[src/sv/pmsfp_pkg.sv]
// Shared constants and types for the particulate sensor frame parser.
package pmsfp_pkg;

    localparam logic [7:0]  HDR_FIRST             = 8'h42;
    localparam logic [7:0]  HDR_SECOND            = 8'h4D;
    localparam logic [31:0] REPORT_INTERVAL_RESET = 32'd15000;
    localparam int          WORD_INDEX_W          = 4;
    localparam int          WORD_W                = 16;

    // One queued report: which bank of the word store holds its words.
    typedef struct packed {
        logic bank;
    } report_t;

    typedef struct packed {
        logic full;
        logic empty;
    } q_stat_t;

endpackage

[src/sv/pmsfp_if.sv]
// Channel interfaces: received bytes, word results and the interval register write.
interface pmsfp_byte_if;
    logic        valid;
    logic        ready;
    logic [7:0]  rx_byte;
    logic [31:0] tick_now;

    modport source (output valid, output rx_byte, output tick_now, input ready);
    modport sink (input valid, input rx_byte, input tick_now, output ready);
endinterface

interface pmsfp_word_if;
    logic                                 valid;
    logic                                 ready;
    logic [pmsfp_pkg::WORD_INDEX_W-1:0]   word_index;
    logic [pmsfp_pkg::WORD_W-1:0]         word_value;
    logic                                 last_word;

    modport source (output valid, output word_index, output word_value,
                    output last_word, input ready);
    modport sink (input valid, input word_index, input word_value,
                  input last_word, output ready);
endinterface

interface pmsfp_cfg_if;
    logic        valid;
    logic        ready;
    logic [31:0] report_interval;

    modport source (output valid, output report_interval, input ready);
    modport sink (input valid, input report_interval, output ready);
endinterface

[src/sv/pm_sensor_frame_parser_unit.sv]
// Top level of the particulate sensor frame parser.
//
//  channel  dir  payload                         transfer when
//  rx       in   rx_byte[7:0], tick_now[31:0]    rx.valid && rx.ready
//  words    out  word_index[3:0],                words.valid && words.ready
//                word_value[15:0], last_word
//  cfg      in   report_interval[31:0]           cfg.valid && cfg.ready (ready tied high)
//
//  A byte is taken every cycle while fewer than two reports are waiting; a full
//  report queue holds rx.ready low until the emitter frees a store bank.
//  Each reported frame leaves as DATA_WORDS words, each taken by a store read
//  and then an output register before it is shown.
//  Reset (rst_n low, asynchronous) puts the parser in header hunt and empties
//  the queue; the word store needs no clearing pass. An output stall delays
//  the emitter and so can fill the queue and hold rx.ready low.
module pm_sensor_frame_parser_unit #(
    parameter int DATA_WORDS = 13
) (
    input  logic          clk,
    input  logic          rst_n,
    pmsfp_byte_if.sink    rx,
    pmsfp_word_if.source  words,
    pmsfp_cfg_if.sink     cfg
);

    localparam int ADDR_W = $clog2(2 * DATA_WORDS);

    pmsfp_pkg::q_stat_t  q_stat;
    pmsfp_pkg::report_t  push_data;
    pmsfp_pkg::report_t  head;
    logic                push;
    logic                pop;
    logic                ram_we;
    logic [ADDR_W-1:0]   ram_waddr;
    logic [15:0]         ram_wdata;
    logic                ram_re;
    logic [ADDR_W-1:0]   ram_raddr;
    logic [15:0]         ram_rdata;

    pmsfp_front #(.DATA_WORDS(DATA_WORDS)) u_front (
        .clk       (clk),
        .rst_n     (rst_n),
        .rx        (rx),
        .cfg       (cfg),
        .q_stat    (q_stat),
        .push      (push),
        .push_data (push_data),
        .ram_we    (ram_we),
        .ram_waddr (ram_waddr),
        .ram_wdata (ram_wdata)
    );

    pmsfp_ram #(.WIDTH(16), .DEPTH(2 * DATA_WORDS)) u_store (
        .clk   (clk),
        .we    (ram_we),
        .waddr (ram_waddr),
        .wdata (ram_wdata),
        .re    (ram_re),
        .raddr (ram_raddr),
        .rdata (ram_rdata)
    );

    pmsfp_queue u_queue (
        .clk       (clk),
        .rst_n     (rst_n),
        .push      (push),
        .push_data (push_data),
        .pop       (pop),
        .head      (head),
        .stat      (q_stat)
    );

    pmsfp_back #(.DATA_WORDS(DATA_WORDS)) u_back (
        .clk       (clk),
        .rst_n     (rst_n),
        .words     (words),
        .q_stat    (q_stat),
        .head      (head),
        .pop       (pop),
        .ram_re    (ram_re),
        .ram_raddr (ram_raddr),
        .ram_rdata (ram_rdata)
    );

`ifndef SYNTHESIS
    a_last_flag: assert property (@(posedge clk) disable iff (!rst_n)
        words.valid |-> (words.last_word == (words.word_index == 4'(DATA_WORDS - 1))))
        else $error("last_word does not match final word index");

    a_index_range: assert property (@(posedge clk) disable iff (!rst_n)
        words.valid |-> (words.word_index <= 4'(DATA_WORDS - 1)))
        else $error("word index out of range");

    a_valid_needs_report: assert property (@(posedge clk) disable iff (!rst_n)
        words.valid |-> !q_stat.empty)
        else $error("word presented with no queued report");

    a_gap_after_frame: assert property (@(posedge clk) disable iff (!rst_n)
        (words.valid && words.ready && words.last_word) |=> !words.valid)
        else $error("word presented right after the final word of a frame");
`endif

endmodule

[src/sv/pmsfp_ram.sv]
// Generic single-write, single-read RAM with registered read data.
module pmsfp_ram #(
    parameter int WIDTH = 16,
    parameter int DEPTH = 26,
    localparam int ADDR_W = (DEPTH > 1) ? $clog2(DEPTH) : 1
) (
    input  logic              clk,
    input  logic              we,
    input  logic [ADDR_W-1:0] waddr,
    input  logic [WIDTH-1:0]  wdata,
    input  logic              re,
    input  logic [ADDR_W-1:0] raddr,
    output logic [WIDTH-1:0]  rdata
);

    logic [WIDTH-1:0] mem [DEPTH];

    always_ff @(posedge clk)
    begin
        if (we)
        begin
            mem[waddr] <= wdata;
        end
        if (re)
        begin
            rdata <= mem[raddr];
        end
    end

endmodule

[src/sv/pmsfp_queue.sv]
// Two-entry report queue between the byte parser and the word emitter.
module pmsfp_queue (
    input  logic                clk,
    input  logic                rst_n,
    input  logic                push,
    input  pmsfp_pkg::report_t  push_data,
    input  logic                pop,
    output pmsfp_pkg::report_t  head,
    output pmsfp_pkg::q_stat_t  stat
);

    pmsfp_pkg::report_t entry_reg [2];
    logic       rd_ptr_reg, rd_ptr_next;
    logic       wr_ptr_reg, wr_ptr_next;
    logic [1:0] count_reg, count_next;

    always_comb
    begin
        rd_ptr_next = pop ? ~rd_ptr_reg : rd_ptr_reg;
        wr_ptr_next = push ? ~wr_ptr_reg : wr_ptr_reg;
        count_next  = count_reg + 2'(push) - 2'(pop);
    end

    always_ff @(posedge clk or negedge rst_n)
    begin
        if (!rst_n)
        begin
            rd_ptr_reg <= 1'b0;
            wr_ptr_reg <= 1'b0;
            count_reg  <= 2'd0;
        end
        else
        begin
            rd_ptr_reg <= rd_ptr_next;
            wr_ptr_reg <= wr_ptr_next;
            count_reg  <= count_next;
        end
    end

    always_ff @(posedge clk)
    begin
        if (push)
        begin
            entry_reg[wr_ptr_reg] <= push_data;
        end
    end

    assign head       = entry_reg[rd_ptr_reg];
    assign stat.full  = (count_reg == 2'd2);
    assign stat.empty = (count_reg == 2'd0);

endmodule

[src/sv/pmsfp_front.sv]
// Byte parser: header hunt, checksum, word capture into the store, report throttle.
module pmsfp_front #(
    parameter int DATA_WORDS = 13,
    localparam int ADDR_W = $clog2(2 * DATA_WORDS)
) (
    input  logic                clk,
    input  logic                rst_n,
    pmsfp_byte_if.sink          rx,
    pmsfp_cfg_if.sink           cfg,
    input  pmsfp_pkg::q_stat_t  q_stat,
    output logic                push,
    output pmsfp_pkg::report_t  push_data,
    output logic                ram_we,
    output logic [ADDR_W-1:0]   ram_waddr,
    output logic [15:0]         ram_wdata
);

    localparam int FRAME_BYTES = 2 * DATA_WORDS + 4;
    localparam int POS_W       = $clog2(FRAME_BYTES);

    logic             in_frame_reg, in_frame_next;
    logic [7:0]       prev_reg, prev_next;
    logic [POS_W-1:0] pos_reg, pos_next;
    logic [15:0]      sum_reg, sum_next;
    logic [7:0]       hold_reg, hold_next;
    logic [7:0]       cks_hi_reg, cks_hi_next;
    logic [31:0]      last_tick_reg, last_tick_next;
    logic             has_rep_reg, has_rep_next;
    logic             bank_reg, bank_next;
    logic [31:0]      interval_reg;

    logic             accept;
    logic [POS_W-1:0] off;
    logic             is_data;
    logic             is_cks_hi;
    logic [31:0]      elapsed;
    logic             pass;

    assign rx.ready  = !q_stat.full;
    assign cfg.ready = 1'b1;
    assign accept    = rx.valid && rx.ready;

    assign off       = pos_reg - POS_W'(2);
    assign is_data   = pos_reg < POS_W'(FRAME_BYTES - 2);
    assign is_cks_hi = pos_reg == POS_W'(FRAME_BYTES - 2);
    assign elapsed   = rx.tick_now - last_tick_reg;
    assign pass      = ({cks_hi_reg, rx.rx_byte} == sum_reg)
                       && (!has_rep_reg || elapsed >= interval_reg);

    // Odd data byte completes a word: store it in the bank being filled.
    assign ram_we    = accept && in_frame_reg && is_data && (pos_reg >= POS_W'(2)) && off[0];
    assign ram_waddr = ADDR_W'(bank_reg ? DATA_WORDS : 0) + ADDR_W'(off >> 1);
    assign ram_wdata = {hold_reg, rx.rx_byte};

    assign push           = accept && in_frame_reg && !is_data && !is_cks_hi && pass;
    assign push_data.bank = bank_reg;

    always_comb
    begin
        in_frame_next  = in_frame_reg;
        prev_next      = prev_reg;
        pos_next       = pos_reg;
        sum_next       = sum_reg;
        hold_next      = hold_reg;
        cks_hi_next    = cks_hi_reg;
        last_tick_next = last_tick_reg;
        has_rep_next   = has_rep_reg;
        bank_next      = bank_reg;
        if (accept)
        begin
            if (!in_frame_reg)
            begin
                if (rx.rx_byte == pmsfp_pkg::HDR_SECOND && prev_reg == pmsfp_pkg::HDR_FIRST)
                begin
                    in_frame_next = 1'b1;
                    pos_next      = '0;
                    sum_next      = 16'(pmsfp_pkg::HDR_FIRST) + 16'(pmsfp_pkg::HDR_SECOND);
                end
                prev_next = rx.rx_byte;
            end
            else if (is_data)
            begin
                sum_next = sum_reg + 16'(rx.rx_byte);
                if (pos_reg >= POS_W'(2) && !off[0])
                begin
                    hold_next = rx.rx_byte;
                end
                pos_next = pos_reg + POS_W'(1);
            end
            else if (is_cks_hi)
            begin
                cks_hi_next = rx.rx_byte;
                pos_next    = pos_reg + POS_W'(1);
            end
            else
            begin
                // Frame ends: back to hunting, the trailing byte counts as the second header byte.
                in_frame_next = 1'b0;
                pos_next      = '0;
                prev_next     = pmsfp_pkg::HDR_SECOND;
                if (pass)
                begin
                    has_rep_next   = 1'b1;
                    last_tick_next = rx.tick_now;
                    bank_next      = ~bank_reg;
                end
            end
        end
    end

    always_ff @(posedge clk or negedge rst_n)
    begin
        if (!rst_n)
        begin
            in_frame_reg  <= 1'b0;
            prev_reg      <= 8'd0;
            pos_reg       <= '0;
            sum_reg       <= 16'd0;
            hold_reg      <= 8'd0;
            cks_hi_reg    <= 8'd0;
            last_tick_reg <= 32'd0;
            has_rep_reg   <= 1'b0;
            bank_reg      <= 1'b0;
            interval_reg  <= pmsfp_pkg::REPORT_INTERVAL_RESET;
        end
        else
        begin
            in_frame_reg  <= in_frame_next;
            prev_reg      <= prev_next;
            pos_reg       <= pos_next;
            sum_reg       <= sum_next;
            hold_reg      <= hold_next;
            cks_hi_reg    <= cks_hi_next;
            last_tick_reg <= last_tick_next;
            has_rep_reg   <= has_rep_next;
            bank_reg      <= bank_next;
            if (cfg.valid && cfg.ready)
            begin
                interval_reg <= cfg.report_interval;
            end
        end
    end

endmodule

[src/sv/pmsfp_back.sv]
// Word emitter: reads a reported frame's words from the store and presents them one by one.
module pmsfp_back #(
    parameter int DATA_WORDS = 13,
    localparam int ADDR_W = $clog2(2 * DATA_WORDS)
) (
    input  logic                clk,
    input  logic                rst_n,
    pmsfp_word_if.source        words,
    input  pmsfp_pkg::q_stat_t  q_stat,
    input  pmsfp_pkg::report_t  head,
    output logic                pop,
    output logic                ram_re,
    output logic [ADDR_W-1:0]   ram_raddr,
    input  logic [15:0]         ram_rdata
);

    localparam logic [1:0] ST_IDLE  = 2'd0;
    localparam logic [1:0] ST_FETCH = 2'd1;
    localparam logic [1:0] ST_SHOW  = 2'd2;

    localparam logic [pmsfp_pkg::WORD_INDEX_W-1:0] LAST_IDX =
        pmsfp_pkg::WORD_INDEX_W'(DATA_WORDS - 1);

    logic [1:0]                          state_reg, state_next;
    logic [pmsfp_pkg::WORD_INDEX_W-1:0]  idx_reg, idx_next;
    logic [15:0]                         value_reg, value_next;

    assign ram_raddr = ADDR_W'(head.bank ? DATA_WORDS : 0) + ADDR_W'(idx_next);

    always_comb
    begin
        state_next = state_reg;
        idx_next   = idx_reg;
        value_next = value_reg;
        ram_re     = 1'b0;
        pop        = 1'b0;
        case (state_reg)
            ST_IDLE:
            begin
                if (!q_stat.empty)
                begin
                    idx_next   = '0;
                    ram_re     = 1'b1;
                    state_next = ST_FETCH;
                end
            end
            ST_FETCH:
            begin
                value_next = ram_rdata;
                state_next = ST_SHOW;
            end
            ST_SHOW:
            begin
                if (words.ready)
                begin
                    if (idx_reg == LAST_IDX)
                    begin
                        // Release the bank only once its last word is gone.
                        pop        = 1'b1;
                        state_next = ST_IDLE;
                    end
                    else
                    begin
                        idx_next   = idx_reg + pmsfp_pkg::WORD_INDEX_W'(1);
                        ram_re     = 1'b1;
                        state_next = ST_FETCH;
                    end
                end
            end
            default:
            begin
                state_next = ST_IDLE;
            end
        endcase
    end

    always_ff @(posedge clk or negedge rst_n)
    begin
        if (!rst_n)
        begin
            state_reg <= ST_IDLE;
            idx_reg   <= '0;
        end
        else
        begin
            state_reg <= state_next;
            idx_reg   <= idx_next;
        end
    end

    always_ff @(posedge clk)
    begin
        value_reg <= value_next;
    end

    assign words.valid      = (state_reg == ST_SHOW);
    assign words.word_index = idx_reg;
    assign words.word_value = value_reg;
    assign words.last_word  = (idx_reg == LAST_IDX);

endmodule

[src/flat_wrapper.sv]
// flat-port wrapper written by rule: the top's interface ports become plain ports
module pm_sensor_frame_parser_unit_flat 
#(
    parameter int DATA_WORDS = 13
)
  (clk, rst_n, rx_valid, rx_rx_byte, rx_tick_now, rx_ready, words_valid, words_word_index, words_word_value, words_last_word, words_ready, cfg_valid, cfg_report_interval, cfg_ready);
  pmsfp_byte_if rx_i ();
  pmsfp_word_if words_i ();
  pmsfp_cfg_if cfg_i ();
  input  logic clk;
  input  logic rst_n;
  input wire logic [$bits(rx_i.valid)-1:0] rx_valid;
  input wire logic [$bits(rx_i.rx_byte)-1:0] rx_rx_byte;
  input wire logic [$bits(rx_i.tick_now)-1:0] rx_tick_now;
  output wire logic [$bits(rx_i.ready)-1:0] rx_ready;
  output wire logic [$bits(words_i.valid)-1:0] words_valid;
  output wire logic [$bits(words_i.word_index)-1:0] words_word_index;
  output wire logic [$bits(words_i.word_value)-1:0] words_word_value;
  output wire logic [$bits(words_i.last_word)-1:0] words_last_word;
  input wire logic [$bits(words_i.ready)-1:0] words_ready;
  input wire logic [$bits(cfg_i.valid)-1:0] cfg_valid;
  input wire logic [$bits(cfg_i.report_interval)-1:0] cfg_report_interval;
  output wire logic [$bits(cfg_i.ready)-1:0] cfg_ready;
  assign rx_i.valid = rx_valid;
  assign rx_i.rx_byte = rx_rx_byte;
  assign rx_i.tick_now = rx_tick_now;
  assign rx_ready = rx_i.ready;
  assign words_valid = words_i.valid;
  assign words_word_index = words_i.word_index;
  assign words_word_value = words_i.word_value;
  assign words_last_word = words_i.last_word;
  assign words_i.ready = words_ready;
  assign cfg_i.valid = cfg_valid;
  assign cfg_i.report_interval = cfg_report_interval;
  assign cfg_ready = cfg_i.ready;
  pm_sensor_frame_parser_unit #(.DATA_WORDS(DATA_WORDS)) u_core (.clk(clk), .rst_n(rst_n), .rx(rx_i), .words(words_i), .cfg(cfg_i));
endmodule
[config.mk]
export PLATFORM = sky130hd
export DESIGN_NAME = pm_sensor_frame_parser_unit_flat
export DESIGN_NICKNAME = d
export VERILOG_FILES = /design/src/sv/pmsfp_pkg.sv /design/src/sv/pmsfp_if.sv /design/src/sv/pm_sensor_frame_parser_unit.sv /design/src/sv/pmsfp_ram.sv /design/src/sv/pmsfp_queue.sv /design/src/sv/pmsfp_front.sv /design/src/sv/pmsfp_back.sv /design/src/flat_wrapper.sv
export SDC_FILE = /design/constraint.sdc
export NUM_CORES = 1
export LEC_CHECK = 0
export ABC_AREA = 0
export ABC_CLOCK_PERIOD_IN_PS = 5700
export BUFFER_PORTS_ARGS = -buffer_cell sky130_fd_sc_hd__buf_4
export CORE_ASPECT_RATIO = 1.1
export CORE_MARGIN = 2
export CORE_UTILIZATION = 27
export DETAILED_ROUTE_END_ITERATION = 7
export PLACE_DENSITY = 0.52
export SYNTH_ARGS = -nofsm -noshare
export SYNTH_HDL_FRONTEND = slang
export SYNTH_HIERARCHICAL = 1
export SYNTH_SLANG_ARGS = --single-unit
export TNS_END_PERCENT = 100
[constraint.sdc]
create_clock -name clk -period 5.7 [get_ports clk]
set_input_delay 0.285 -clock clk [delete_from_list [all_inputs] [get_ports clk]]
set_output_delay 0.285 -clock clk [all_outputs]
set_load 0.005 [all_outputs]
# Word-level counts from Yosys, hierarchy flattened
# Memories as Yosys holds them, arrays and structs flattened. A register that Yosys moved wholly into a read port is not among the register bits.
# Cells that the tools add are included.
# op_classes
n_reduce_logical,27
magnitude_cmp,3
bitwise,5
muxes,35
eq_ne,13
n_addsub,9
# ops
op,n
$mux 16,3
$ge 32x32->1,1
$sub 32x32->32,1
$mux 8,3
$mux 4,5
$mux 5,4
$add 16x8->16,1
$eq 16x16->1,1
$eq 8x7->1 const B,2
$mux 1,15
$logic_and 1x1->1,11
$pmux 4 s2,1
$reduce_and 4->1,2
$ne 2x2->1 const B,3
$pmux 2 s3,1
$reduce_and 3->1,2
$add 4x4->5,1
$add 5x1->5 const B,1
$add 5x4->5,1
$eq 5x5->1 const B,1
$ge 5x2->1 const B,1
$logic_not 1->1,5
$lt 5x5->1 const B,1
$not 1->1,5
other kinds (15),20
# totals
mem_count,2
regBits,138
output_inout_bits,24
ram_bits,418
input_bits,77
elab_cells,110
# memory_table
memory,depth,width,rd,rd_ports_with_merged_regs,wr,line_no,text
u_core.u_store.mem,26,16,1,1,1,pmsfp_ram.sv:16,logic [WIDTH-1:0] mem [DEPTH];
u_core.u_queue.entry_reg,2,1,1,0,1,pmsfp_queue.sv:12,pmsfp_pkg::report_t entry_reg [2];

# Depth between registers and ports, before layout
# Gate-level depths: netlist of run 1.
# logic_depth
depth_word,9
mapped_depth,21
mapped_depth_nobuf,21

# By module
# Netlist of run 1, hierarchy kept.
# by_module_without_submodules
module,instances,cells_per_inst,seq_area_each_um2,area_each_um2
pmsfp_ram,1,810,12972.4,16756.1
pmsfp_front,1,809,2811.4,7749.9
pmsfp_back,1,72,630.6,984.7
pmsfp_queue,1,18,160.2,267.8

# Worst setup path after synthesis of run 1
# OpenSTA, ideal clock, no wires.
# synth_path
path_kind,register -> register
from,reg u_core.u_front.last_tick_reg[0]
to,reg u_core.u_front.last_tick_reg[10]
stages_incl_launch_ff,18
path_buffers,1
arrival_time_ps,4297
setup_slack_ps,1278
setup_time_ps,125
required_ps,5575
cell_sequence,dfrtp_1 ha_1 inv_1 fa_1 a21o_1 a31o_2 a221oi_1 o21a_1 o21bai_1 nor4_1 a311oi_1 ha_1 nand4_1 nor4_1 nand3b_4 o22ai_4 buf_6 mux2_4
# synth_via
elab_chain_len,5
# synth_rtl
item,line_no,text
"start, declared",pmsfp_front.sv:27,"logic [31:0] last_tick_reg, last_tick_next;"
"start signal, assigned",pmsfp_front.sv:134,last_tick_reg <= last_tick_next;
$sub 32x32->32,pmsfp_front.sv:46,assign elapsed = rx.tick_now - last_tick_reg;
$ge 32x32->1,pmsfp_front.sv:48,&& (!has_rep_reg || elapsed >= interval_reg);
$logic_or 1x1->1,pmsfp_front.sv:48,
$logic_and 1x1->1,pmsfp_front.sv:48,
$reduce_and 5->1 (no line),-,
# No other way between the ends.
# A chain may end at the register's enable or synchronous reset.

# Worst setup path after layout of run 1
# layout_path
from,in rx_tick_now[0]
to,reg u_core.u_front.last_tick_reg[1]
# layout_via
elab_chain_len,5
# layout_rtl
item,line_no,text
"start, declared",flat_wrapper.sv:14,input wire logic [$bits(rx_i.tick_now)-1:0] rx_tick_now;
$sub 32x32->32,pmsfp_front.sv:46,
$ge 32x32->1,pmsfp_front.sv:48,
$logic_or 1x1->1,pmsfp_front.sv:48,
$logic_and 1x1->1,pmsfp_front.sv:48,
$reduce_and 5->1 (no line),-,
# No other way between the ends.

==> reports/results.txt, run 1 <==
Worst slew margin: 28.7%
Via-to-Cell Ratio: 4.67
WL/cell: 18.9 um
Reg2Reg Depth: 18
Cell Rows: 118
YS warnings: 6
Max cap viols: 0
Startpoint types: primary input
First-pass GRT wire length: 93400 um
PortBufs: 99
Detailed placement HPWL: 39600 um
RSZ-0062 raised after global routing: false
Min Hold Slack: 0.0604 ns
Final net count: 2071
Starting density of the core: 27.3%
GP Congestion: 0.828
Initial antenna violation count: 1
FF/Latch Area: 0.0166 mm^2
Final min period: 5.09 ns
Post-Syn Instances: 1709
Synth-to-Final Area Change: 19.6%
Tcrit/Tclk final: 89.3%
Worst skew pair latency: 0.66 ns
Seq/Total Area, Yosys: 64.3%
Count leader, synth: edfxtp_1
Die width: 298 um
Pleak: 11.6 nW
Post-Syn Area per Cell: 15.1 um^2
Count of cell types in the netlist: 84
Drt initial violations: 871
Worst setup EP type: flip-flop
Hold Crit Class: in2reg
H-tree lvl count: 2
Top post-synthesis cells by area: edfxtp_1, dfrtp_1, mux4_2
Number of global-route vias before repair: 15600
Failing checks: design-rule violations
Post-synth top cells: edfxtp_1, dfrtp_1, nand2_1, ha_1, inv_1
CTS buffer count: 61
Data arrival, critical path: 5.58 ns
Worst slew pin tran: 1.07 ns
Overflow after GRT: 0
Diodes inserted: 0
CTS clk-pin slew, worst paths: 0.06 ns
CTS max path bufs: 3
Clock Skew: 0.0653 ns
Reg2reg start: u_core/u_front/last_tick_reg[0]$_DFFE_PN0P_
WL final: 60800 um
Critical path fanouts, max: 34
ANT nets after route: 0
Vias: 15000
Critical Path RT: 6.19 ns
IR drop worst, VDD: 0.308 mV
Fmax: 196 MHz
Placed cell areas: 0.0280 mm^2
Post-synthesis cell area: 0.0258 mm^2
Pwr dens: 348 mW/mm^2
Final Hold Fails: 0
Layout cell share with drive strength beyond 1: 21.1%
Net count after synthesis: 1876
Ys flop type: edfxtp_1
Post-synth top area share: 52.5%
Setup TNS: 0 ns
Ys async rst share: 21.3%
Total GRT Usage: 12.3%
Synth area leader: edfxtp_1
Post-cts sizing count: 0
Hold_sp: rx_rx_byte[6]
Reg2Reg Capture Point: u_core/u_front/last_tick_reg[1]$_DFFE_PN0P_
#FFs+latches synth: 572
R2R Setup Slk: 0.67 ns
Clk sink count: 572
Final routed DRC violation total: 1
Largest register FFs: 416
Die H: 328 um
Core area: 0.0943 mm^2
Largest net degree at the start of global routing: 79
EDFF count, synth: 450
Worst slack, placed: 0.643 ns
Top-level I/O count: 101
Multi-input logic area: 0.00839 mm^2
Final Cell Area: 0.0308 mm^2
Drt first pass iters: 8
Die area: 0.0979 mm^2
CTS root buffer: clkbuf_16
Hold endpoint: u_core/u_store/mem[3][6]$_DFFE_PP_
Outcome: finished, violations left
Setup CP Type: in2reg
CTS tree: yes
Hold path cells: 1
Fillers: 9183
Final setup fails: 0
Fin worst setup slack: 0.608 ns
Max Slew Vio Count: 0
==> worst max path at each step <==
stage,from,to,slack [ns],cells after the start
final,rx_tick_now[0],u_core/u_front/last_tick_reg[1]$_DFFE_PN0P_,0.61,21
after global routing,rx_tick_now[0],u_core/u_front/last_tick_reg[1]$_DFFE_PN0P_,0.37,21
after CTS,rx_tick_now[0],u_core/u_front/last_tick_reg[1]$_DFFE_PN0P_,0.71,21
after detailed placement,rx_tick_now[0],u_core/u_front/last_tick_reg[1]$_DFFE_PN0P_,0.64,20
after global placement,rx_tick_now[0],u_core/u_front/last_tick_reg[1]$_DFFE_PN0P_,0.70,20
after floorplan,rx_tick_now[0],u_core/u_front/last_tick_reg[10]$_DFFE_PN0P_,1.28,18
==> metal layers <==
layer  routed length [um]  track usage, %
met1                27000            16.3
met2                29500            21.0
met3                 2990            2.00
met4                 1410            3.46
met5                    0               0
==> power breakdown <==
part	internal (mW)	switching (mW)	total [mW]	leakage, nW
sequential	4.70	0.0583	4.75	6.22
combinational	0.788	1.08	1.87	4.34
clock	2.44	1.67	4.11	1.04
==> stage by stage <==
stage | utilization (%) | total power [mW] | std cells
5_1_grt | 32.7 | 11.2 | 3217
4_1_cts | 32.7 | 10.9 | 3217
3_3_place_gp | 29.7 | 6.69 | 3035
6_report | 32.7 | 10.7 | 3217
2_1_floorplan | - | 6.10 | 1709
3_5_place_dp | 29.7 | 6.72 | 3035
==> cell families after synthesis <==
logic type / after synthesis / synth area share [%]
fa+ha+maj: 90 / 4.43
flops: 572 / 64.3
xor+xnor: 57 / 2.00
buf+inv: 172 / 3.23
compound gates: 277 / 7.42
mux: 209 / 12.1
other cells: 1 / 0.0146
simple gates: 331 / 6.48
==> cell type report <==
cell class              count  share of cell area [%]
clock buffers              80                    5.43
clock inverters            36                    1.48
inverters                  89                    1.08
multi-input cells         965                    27.2
flip-flops and latches    572                    53.8
well taps                1260                    5.12
repair buffers            215                    5.86
==> critical path, stage by stage <==
cell and delay (ns):
dlygate4sd3_1 0.55, buf_4 0.14, inv_1 0.05, ha_1 0.19, inv_1 0.06, fa_1 0.41
a21o_1 0.19, a31o_2 0.25, a221oi_1 0.26, buf_4 0.19, o21a_1 0.25, o21bai_1 0.19
nor4_1 0.32, a311oi_1 0.08, ha_1 0.33, nand4_1 0.19, nor4_1 0.65, nand3b_4 0.13
o22ai_4 0.17, buf_12 0.28, mux2_2 0.38
==> layout by cell type, fill, tap and decap left out, types with 32 or more instances in the layout <==
master         count
xnor2_1           34
ha_1              86
nor2_1            64
clkbuf_16         61
o21ai_0           65
dfrtp_1          115
mux4_2            60
mux2_4            33
dlygate4sd3_1     66
buf_4            147
a21oi_1           43
a22oi_1           32
mux2_2            32
inv_1             88
nand2_1          100
nand3_1           52
mux2i_1           80
edfxtp_1         450
==> timing repair <==
item	CTS	global route
hold endpoints to repair	109	0
endpoints found under the setup margin	0	0
hold buffers	66	0
buffers inserted	0	0
Power figures use the tool's default switching activity.
==> run 2: changes to the inputs <==
--- a/config.mk
+++ b/config.mk
@@ -10,9 +10,9 @@
 export BUFFER_PORTS_ARGS = -buffer_cell sky130_fd_sc_hd__buf_4
 export CORE_ASPECT_RATIO = 1.1
 export CORE_MARGIN = 2
-export CORE_UTILIZATION = 27
+export CORE_UTILIZATION = 62
 export DETAILED_ROUTE_END_ITERATION = 7
-export PLACE_DENSITY = 0.52
+export PLACE_DENSITY = 0.91
 export SYNTH_ARGS = -nofsm -noshare
 export SYNTH_HDL_FRONTEND = slang
 export SYNTH_HIERARCHICAL = 1
==> run 2 against run 1 <==
  * The flow now finishes without violations
  * Register-to-register slack lost 0.25 ns
  * Total power fell by 3.6%
  * Clock skew down 0.013 ns
  * Via count increased by 9.8%
  * Flip-flop and latch count did not move
  * Sequential power about the same
  * Hold slack worse by 0.0072 ns
  * Critical endpoint is now u_core/u_store/rdata[8]$_DFFE_PP_
  * Largest power group unchanged
  * Highest routed layer unchanged
==> reports/results.txt, run 2 (synthesized netlist as in run 1, its figures left out) <==
Critical path fanouts, max: 16 (-53%)
Largest net degree at the start of global routing: 83 (+5.1%)
Number of global-route vias before repair: 17100 (+9.4%)
WL/cell: 27.3 um (+45%)
PortBufs: 99 (unchanged)
RSZ-0062 raised after global routing: false
Tcrit/Tclk final: 92.7% (+3.4 points)
Crit-path max cell delay: 1.17 ns (+0.52 ns)
Commonest non-fill, non-tap cell in the layout: edfxtp_1
Core area: 0.0411 mm^2 (-56%)
Layout cell share with drive strength beyond 1: 20.2% (-0.92 points)
Detailed placement HPWL: 38100 um (-3.8%)
FF/Latch Area: 0.0166 mm^2 (unchanged)
Comb pwr share: 18.4% (+1.0 points)
Via-to-Cell Ratio: 6.65 (+42%)
Setup CP Type: reg2reg
Worst skew pair latency: 0.65 ns (about the same)
Worst path bufs/invs: 1 (-5)
IR drop worst, VDD: 0.296 mV (-3.7%)
Final net count: 2045 (-1.3%)
ANT nets after route: 0 (unchanged)
CP top delay family: simple AND/OR/NAND/NOR gates
Die width: 198 um (-34%)
Final Hold Fails: 0 (unchanged)
First-pass GRT wire length: 103000 um (+11%)
Fin worst setup slack: 0.417 ns (-0.191 ns)
CTS tree: yes
H-tree lvl count: 2 (unchanged)
Vias: 16500 (+9.8%)
CTS clk-pin slew, worst paths: 0.07 ns (about the same)
WL final: 67800 um (+11%)
CP Cell Sequence: inv_1 -> ha_1 -> nand3_1 -> nor4_1 -> a21oi_1 -> o21ai_1 -> ha_1 -> nor2b_1 -> a221oi_1 -> nand4_1 -> nor3b_2 -> a22oi_1 -> nand3_1
Synth-to-Final Area Change: 14.5%
Multi-input logic area: 0.00841 mm^2 (+0.18%)
Sw frac: 27.3% (+1.1 points)
Startpoint types: flip-flop
Worst slew margin: 22.8% (-6.0 points)
P_int: 7.52 mW (-5.1%)
Fillers: 2293 (-75%)
CTS max path bufs: 3 (unchanged)
Max cap viols: 0 (unchanged)
Net Sw Power: 2.82 mW (+0.34%)
Most frequent cells in the layout: edfxtp_1, buf_4, dfrtp_1, nand2_1, inv_1
Overflow after GRT: 0 (unchanged)
Sequential power share: 46.2% (+1.9 points)
Data arrival, critical path: 5.78 ns (+0.20 ns)
Hold Crit Class: in2reg
Clk network pwr share: 35.4% (-2.9 points)
Cell Rows: 78 (-34%)
Pwr dens: 351 mW/mm^2 (+0.67%)
Initial antenna violation count: 0 (-1)
Critical Path RT: 6.20 ns (about the same)
Fmax: 189 MHz (-3.6%)
Final setup fails: 0 (unchanged)
GP Congestion: 0.926 (+12%)
Pleak: 11.3 nW (-2.3%)
Clk sink count: 572 (unchanged)
Final min period: 5.28 ns (+0.191 ns)
Drt first pass iters: 8 (unchanged)
Die H: 218 um (-34%)
Largest register FFs: 416 (unchanged)
CTS root buffer: clkbuf_16
Top-level I/O count: 101 (unchanged)
Worst setup EP type: flip-flop
Final routed DRC violation total: 0 (-1)
CTS buffer count: 52 (-15%)
Worst slew pin tran: 1.16 ns (+0.0884 ns)
Starting density of the core: 62.7% (+35 points)
Diodes inserted: 0 (unchanged)
Worst slack, placed: 0.485 ns (-0.158 ns)
Total GRT Usage: 32.4% (+20 points)
Setup TNS: 0 ns (unchanged)
CP max stage cell: nor3b_2
Die area: 0.0432 mm^2 (-56%)
R2R Setup Slk: 0.42 ns (-0.25 ns)
Clock Skew: 0.0519 ns (-0.0134 ns)
Drt initial violations: 2270 (+160%)
Max Slew Vio Count: 0 (unchanged)
Outcome: finished, final reports clean
## run 2: changes by cell type in the layout (fill, tap and decap cells not counted), sizes merged
| cell | delta |
|---|---|
| clkbuf | -17 |
| buf | -16 |
| clkinv | -3 |
| clkinvlp | +2 |
| bufinv | -1 |
| dlygate4sd3 | -1 |
| inv | +1 |
## run 2: per-stage QoR
stage / util, % / cells / hold slack, ns / instance area [um^2] / power (mW)
6_report: 71.8 / 2482 / 0.0532 / 29500 / 10.3
5_1_grt: 71.8 / 2482 / 0.0566 / 29500 / 10.6
4_1_cts: 71.8 / 2482 / 0.0214 / 29500 / 10.3
3_5_place_dp: 65.8 / 2319 / 0.414 / 27100 / 6.63
3_3_place_gp: 65.8 / 2319 / 0.411 / 27100 / 6.57
2_1_floorplan: - / 1709 / -0.0106 / 25800 / 6.10
## run 2: worst reg2reg max path: cells and delay by family, from the launching register on
| kind | cells | cell delay [ns] |
|---|---|---|
| flip-flops | 1 | 0.45 |
| buffers and inverters | 1 | 0.13 |
| AO/OA/AOI/OAI | 4 | 0.92 |
| adder cells (fa/ha/maj) | 2 | 0.51 |
| AND/OR/NAND/NOR | 6 | 3.16 |
## run 2: metal layers
metal  track usage [%]  up-vias  routed length [um]
li1                  -     6843                   -
met1              41.1     8094               23500
met5                 0        -                   0
met4              17.4        0                3910
met3              6.99      272                7560
met2              52.5     1294               32800
## run 2: final cells by class
type / instances / area share (%)
sequential: 572 / 56.2
multi-input combinational: 965 / 28.5
timing repair buffer: 198 / 5.72
clock buffer: 63 / 4.59
tap: 560 / 2.38
clock inverter: 35 / 1.47
inverter: 89 / 1.13
## run 2: path summary, 6_finish.rpt
kind	from	to	cells past startpoint
max	u_core/u_back/words.word_index[1]$_DFF_PN0_	u_core/u_store/rdata[8]$_DFFE_PP_	13
min	words_ready	u_core/u_back/state_reg[1]$_DFFE_PN0P_	3
max reg2reg	u_core/u_back/words.word_index[1]$_DFF_PN0_	u_core/u_store/rdata[8]$_DFFE_PP_	13
min reg2reg	u_core/u_store/rdata[13]$_DFFE_PP_	u_core/u_back/words.word_value[13]$_DFFE_PN_	0
max in group asynchronous	rst_n	u_core/u_front/last_tick_reg[30]$_DFFE_PN0P_	3
min in group asynchronous	rst_n	u_core/u_front/sum_reg[15]$_DFFE_PN0P_	2
## run 2: power groups by stage
stage               Combinational, mW  Sequential, mW  Clock (mW)
floorplan                        1.28            4.82           0
global placement                 1.72            4.85           0
detailed placement               1.77            4.86           0
CTS                              1.87            4.77        3.68
global route                     2.01            4.79        3.83
finish                           1.91            4.78        3.66
## run 2: timing repair
item                                   CTS  global route
hold buffers                            65             0
endpoints found under the hold margin  138             0
resized for setup                        0             0
buffers inserted                         0             0
==> run 3: changes to the inputs <==
--- a/config.mk
+++ b/config.mk
@@ -12,7 +12,7 @@
 export CORE_MARGIN = 2
 export CORE_UTILIZATION = 62
 export DETAILED_ROUTE_END_ITERATION = 7
-export PLACE_DENSITY = 0.91
+export PLACE_DENSITY = 0.8
 export SYNTH_ARGS = -nofsm -noshare
 export SYNTH_HDL_FRONTEND = slang
 export SYNTH_HIERARCHICAL = 1
==> run 3 against run 2 <==
  * Routed wire length decreased by 14%
  * Die area did not move
  * Clock-buffer cell count grew 2
  * Via count down 6.1%
  * Flip-flop and latch count did not move
  * Final area barely moved
  * Critical path type is now in2reg
  * Clock skew shrank 0.029 ns
  * Largest power group unchanged
  * Utilization hardly changed
  * Critical path depth increased by 7
  * Cell count is 0.44% higher
==> reports/results.txt, run 3 (synthesized netlist as in run 1, its figures left out) <==
Final routed DRC violation total: 0 (unchanged)
Starting density of the core: 62.7% (unchanged)
Post-CTS setup buffer count: 0 (unchanged)
Final net count: 2056 (+0.54%)
CTS clk-pin slew, worst paths: 0.06 ns (about the same)
RSZ-0062 raised after global routing: false
Largest net degree at the start of global routing: 67 (-19%)
GP Congestion: 0.904 (-2.4%)
Number of global-route vias before repair: 15900 (-6.6%)
Total GRT Usage: 28.1% (-4.2 points)
Final setup fails: 0 (unchanged)
Final Hold Fails: 0 (unchanged)
Critical Path RT: 6.17 ns (-0.03 ns)
Most frequent cells in the layout: edfxtp_1, buf_4, dfrtp_1, nand2_1, inv_1
Largest register FFs: 416 (unchanged)
CTS max path bufs: 3 (unchanged)
Vias: 15500 (-6.1%)
PortBufs: 99 (unchanged)
H-tree lvl count: 2 (unchanged)
Post-cts sizing count: 0 (unchanged)
Final min period: 5.21 ns (-0.0749 ns)
CTS buffer count: 53 (+1.9%)
Max Slew Vio Count: 0 (unchanged)
Setup CP Type: in2reg
Outcome: finished, final reports clean
Critical path fanouts, max: 34 (+18)
WL/cell: 23.4 um (-14%)
Non-Filler Instances: 2493 (+0.44%)
Via-to-Cell Ratio: 6.21 (-6.5%)
Cell Rows: 78 (unchanged)
Placed Cells incl. Taps: 2329 (+0.43%)
Fillers: 2474 (+7.9%)
Worst slew pin tran: 1.27 ns (+0.113 ns)
Tcrit/Tclk final: 91.4% (-1.3 points)
Die width: 198 um (unchanged)
Reg2Reg Capture Point: u_core/u_front/last_tick_reg[1]$_DFFE_PN0P_
Layout cell share with drive strength beyond 1: 19.8% (-0.37 points)
R2R Setup Slk: 0.61 ns (+0.19 ns)
CTS tree: yes
Reg2Reg Depth: 17 (+4)
Detailed placement HPWL: 35600 um (-6.4%)
Pwr dens: 342 mW/mm^2 (-2.4%)
CTS root buffer: clkbuf_16
First-pass GRT wire length: 90800 um (-12%)
Worst setup endpoint: u_core/u_front/last_tick_reg[1]$_DFFE_PN0P_
Diodes inserted: 0 (unchanged)
IR drop worst, VDD: 0.279 mV (-5.7%)
Top-level I/O count: 101 (unchanged)
Die area: 0.0432 mm^2 (unchanged)
Worst setup EP type: flip-flop
WL final: 58400 um (-14%)
Drt initial violations: 1399 (-38%)
ANT nets after route: 0 (unchanged)
Max cap viols: 0 (unchanged)
Hold_buf cts: 65 (unchanged)
Synth-to-Final Area Change: 14.5% (about the same)
Startpoint types: primary input
Clock Skew: 0.0233 ns (-0.0286 ns)
Overflow after GRT: 0 (unchanged)
Fmax: 192 MHz (+1.4%)
Hold Crit Class: in2reg
Data arrival, critical path: 5.68 ns (-0.10 ns)
Pleak: 11.4 nW (+0.17%)
Reg2reg start: u_core/u_front/last_tick_reg[0]$_DFFE_PN0P_
Initial antenna violation count: 1 (+1)
Worst skew pair latency: 0.61 ns (-0.04 ns)
Core area: 0.0411 mm^2 (unchanged)
Die H: 218 um (unchanged)
Drt first pass iters: 7 (-1)
Commonest non-fill, non-tap cell in the layout: edfxtp_1
CP startpoint: rx_tick_now[0]
Design Power: 10.1 mW (-2.3%)
Setup TNS: 0 ns (unchanged)
Clk sink count: 572 (unchanged)
Worst slew margin: 14.9% (-7.8 points)
-- run 3: per-layer routing --
layer / track usage, % / wire [um] / up-vias
li1: - / - / 6879
met1: 35.0 / 21900 / 7763
met2: 48.6 / 29800 / 723
met3: 5.46 / 4410 / 126
met4: 11.5 / 2230 / 2
met5: 0 / 14 / -
-- run 3: worst min-delay path by stage --
stage	startpoint	to	slack, ns	cells after the start
2_1_floorplan	rst_n	u_core/u_back/state_reg[0]$_DFFE_PN0P_	-0.01	0
3_3_place_gp	rst_n	u_core/u_front/sum_reg[7]$_DFFE_PN0P_	0.40	1
3_5_place_dp	rst_n	u_core/u_front/sum_reg[7]$_DFFE_PN0P_	0.40	1
4_1_cts	words_ready	u_core/u_back/state_reg[1]$_DFFE_PN0P_	0.003	3
5_1_grt	words_ready	u_core/u_back/state_reg[1]$_DFFE_PN0P_	0.02	3
6_report	words_ready	u_core/u_back/state_reg[1]$_DFFE_PN0P_	0.04	3
-- run 3: report_power, final --
part           switching [mW]  leakage, nW  internal [mW]
Combinational            1.03         4.30          0.777
Sequential             0.0548         6.22           4.69
Clock                    1.51        0.834           2.04
-- run 3: final cells by class --
cell class / count / area [um^2] / area share, %
inverter: 89 / 334 / 1.13
sequential: 572 / 16600 / 56.2
timing repair buffer: 208 / 1740 / 5.89
clock buffer: 65 / 1370 / 4.65
clock inverter: 34 / 385 / 1.31
multi-input combinational: 965 / 8390 / 28.4
tap: 560 / 701 / 2.38
-- run 3: critical path: stages --
cell and delay, ns:
dlygate4sd3_1 0.56, buf_4 0.15, inv_1 0.05, ha_1 0.17
inv_1 0.06, fa_1 0.40, a21o_1 0.20, a31o_2 0.26
a221oi_1 0.58, o21a_1 0.33, o21bai_1 0.17, nor4_1 0.30
a311oi_1 0.08, ha_1 0.31, nand4_1 0.19, nor4_1 0.61
nand3b_4 0.13, o22ai_4 0.16, buf_12 0.28, mux2_2 0.38
-- run 3: stage by stage --
| stage | setup WS, ns | utilization, % | hold slack, ns | cell area (um^2) |
|---|---|---|---|---|
| 2_1_floorplan | 1.28 | - | -0.0106 | 25800 |
| 3_3_place_gp | 0.676 | 65.9 | 0.396 | 27100 |
| 3_5_place_dp | 0.590 | 65.9 | 0.402 | 27100 |
| 4_1_cts | 0.614 | 71.8 | 0.00337 | 29500 |
| 5_1_grt | 0.234 | 71.8 | 0.0156 | 29500 |
| 6_report | 0.492 | 71.8 | 0.0357 | 29500 |
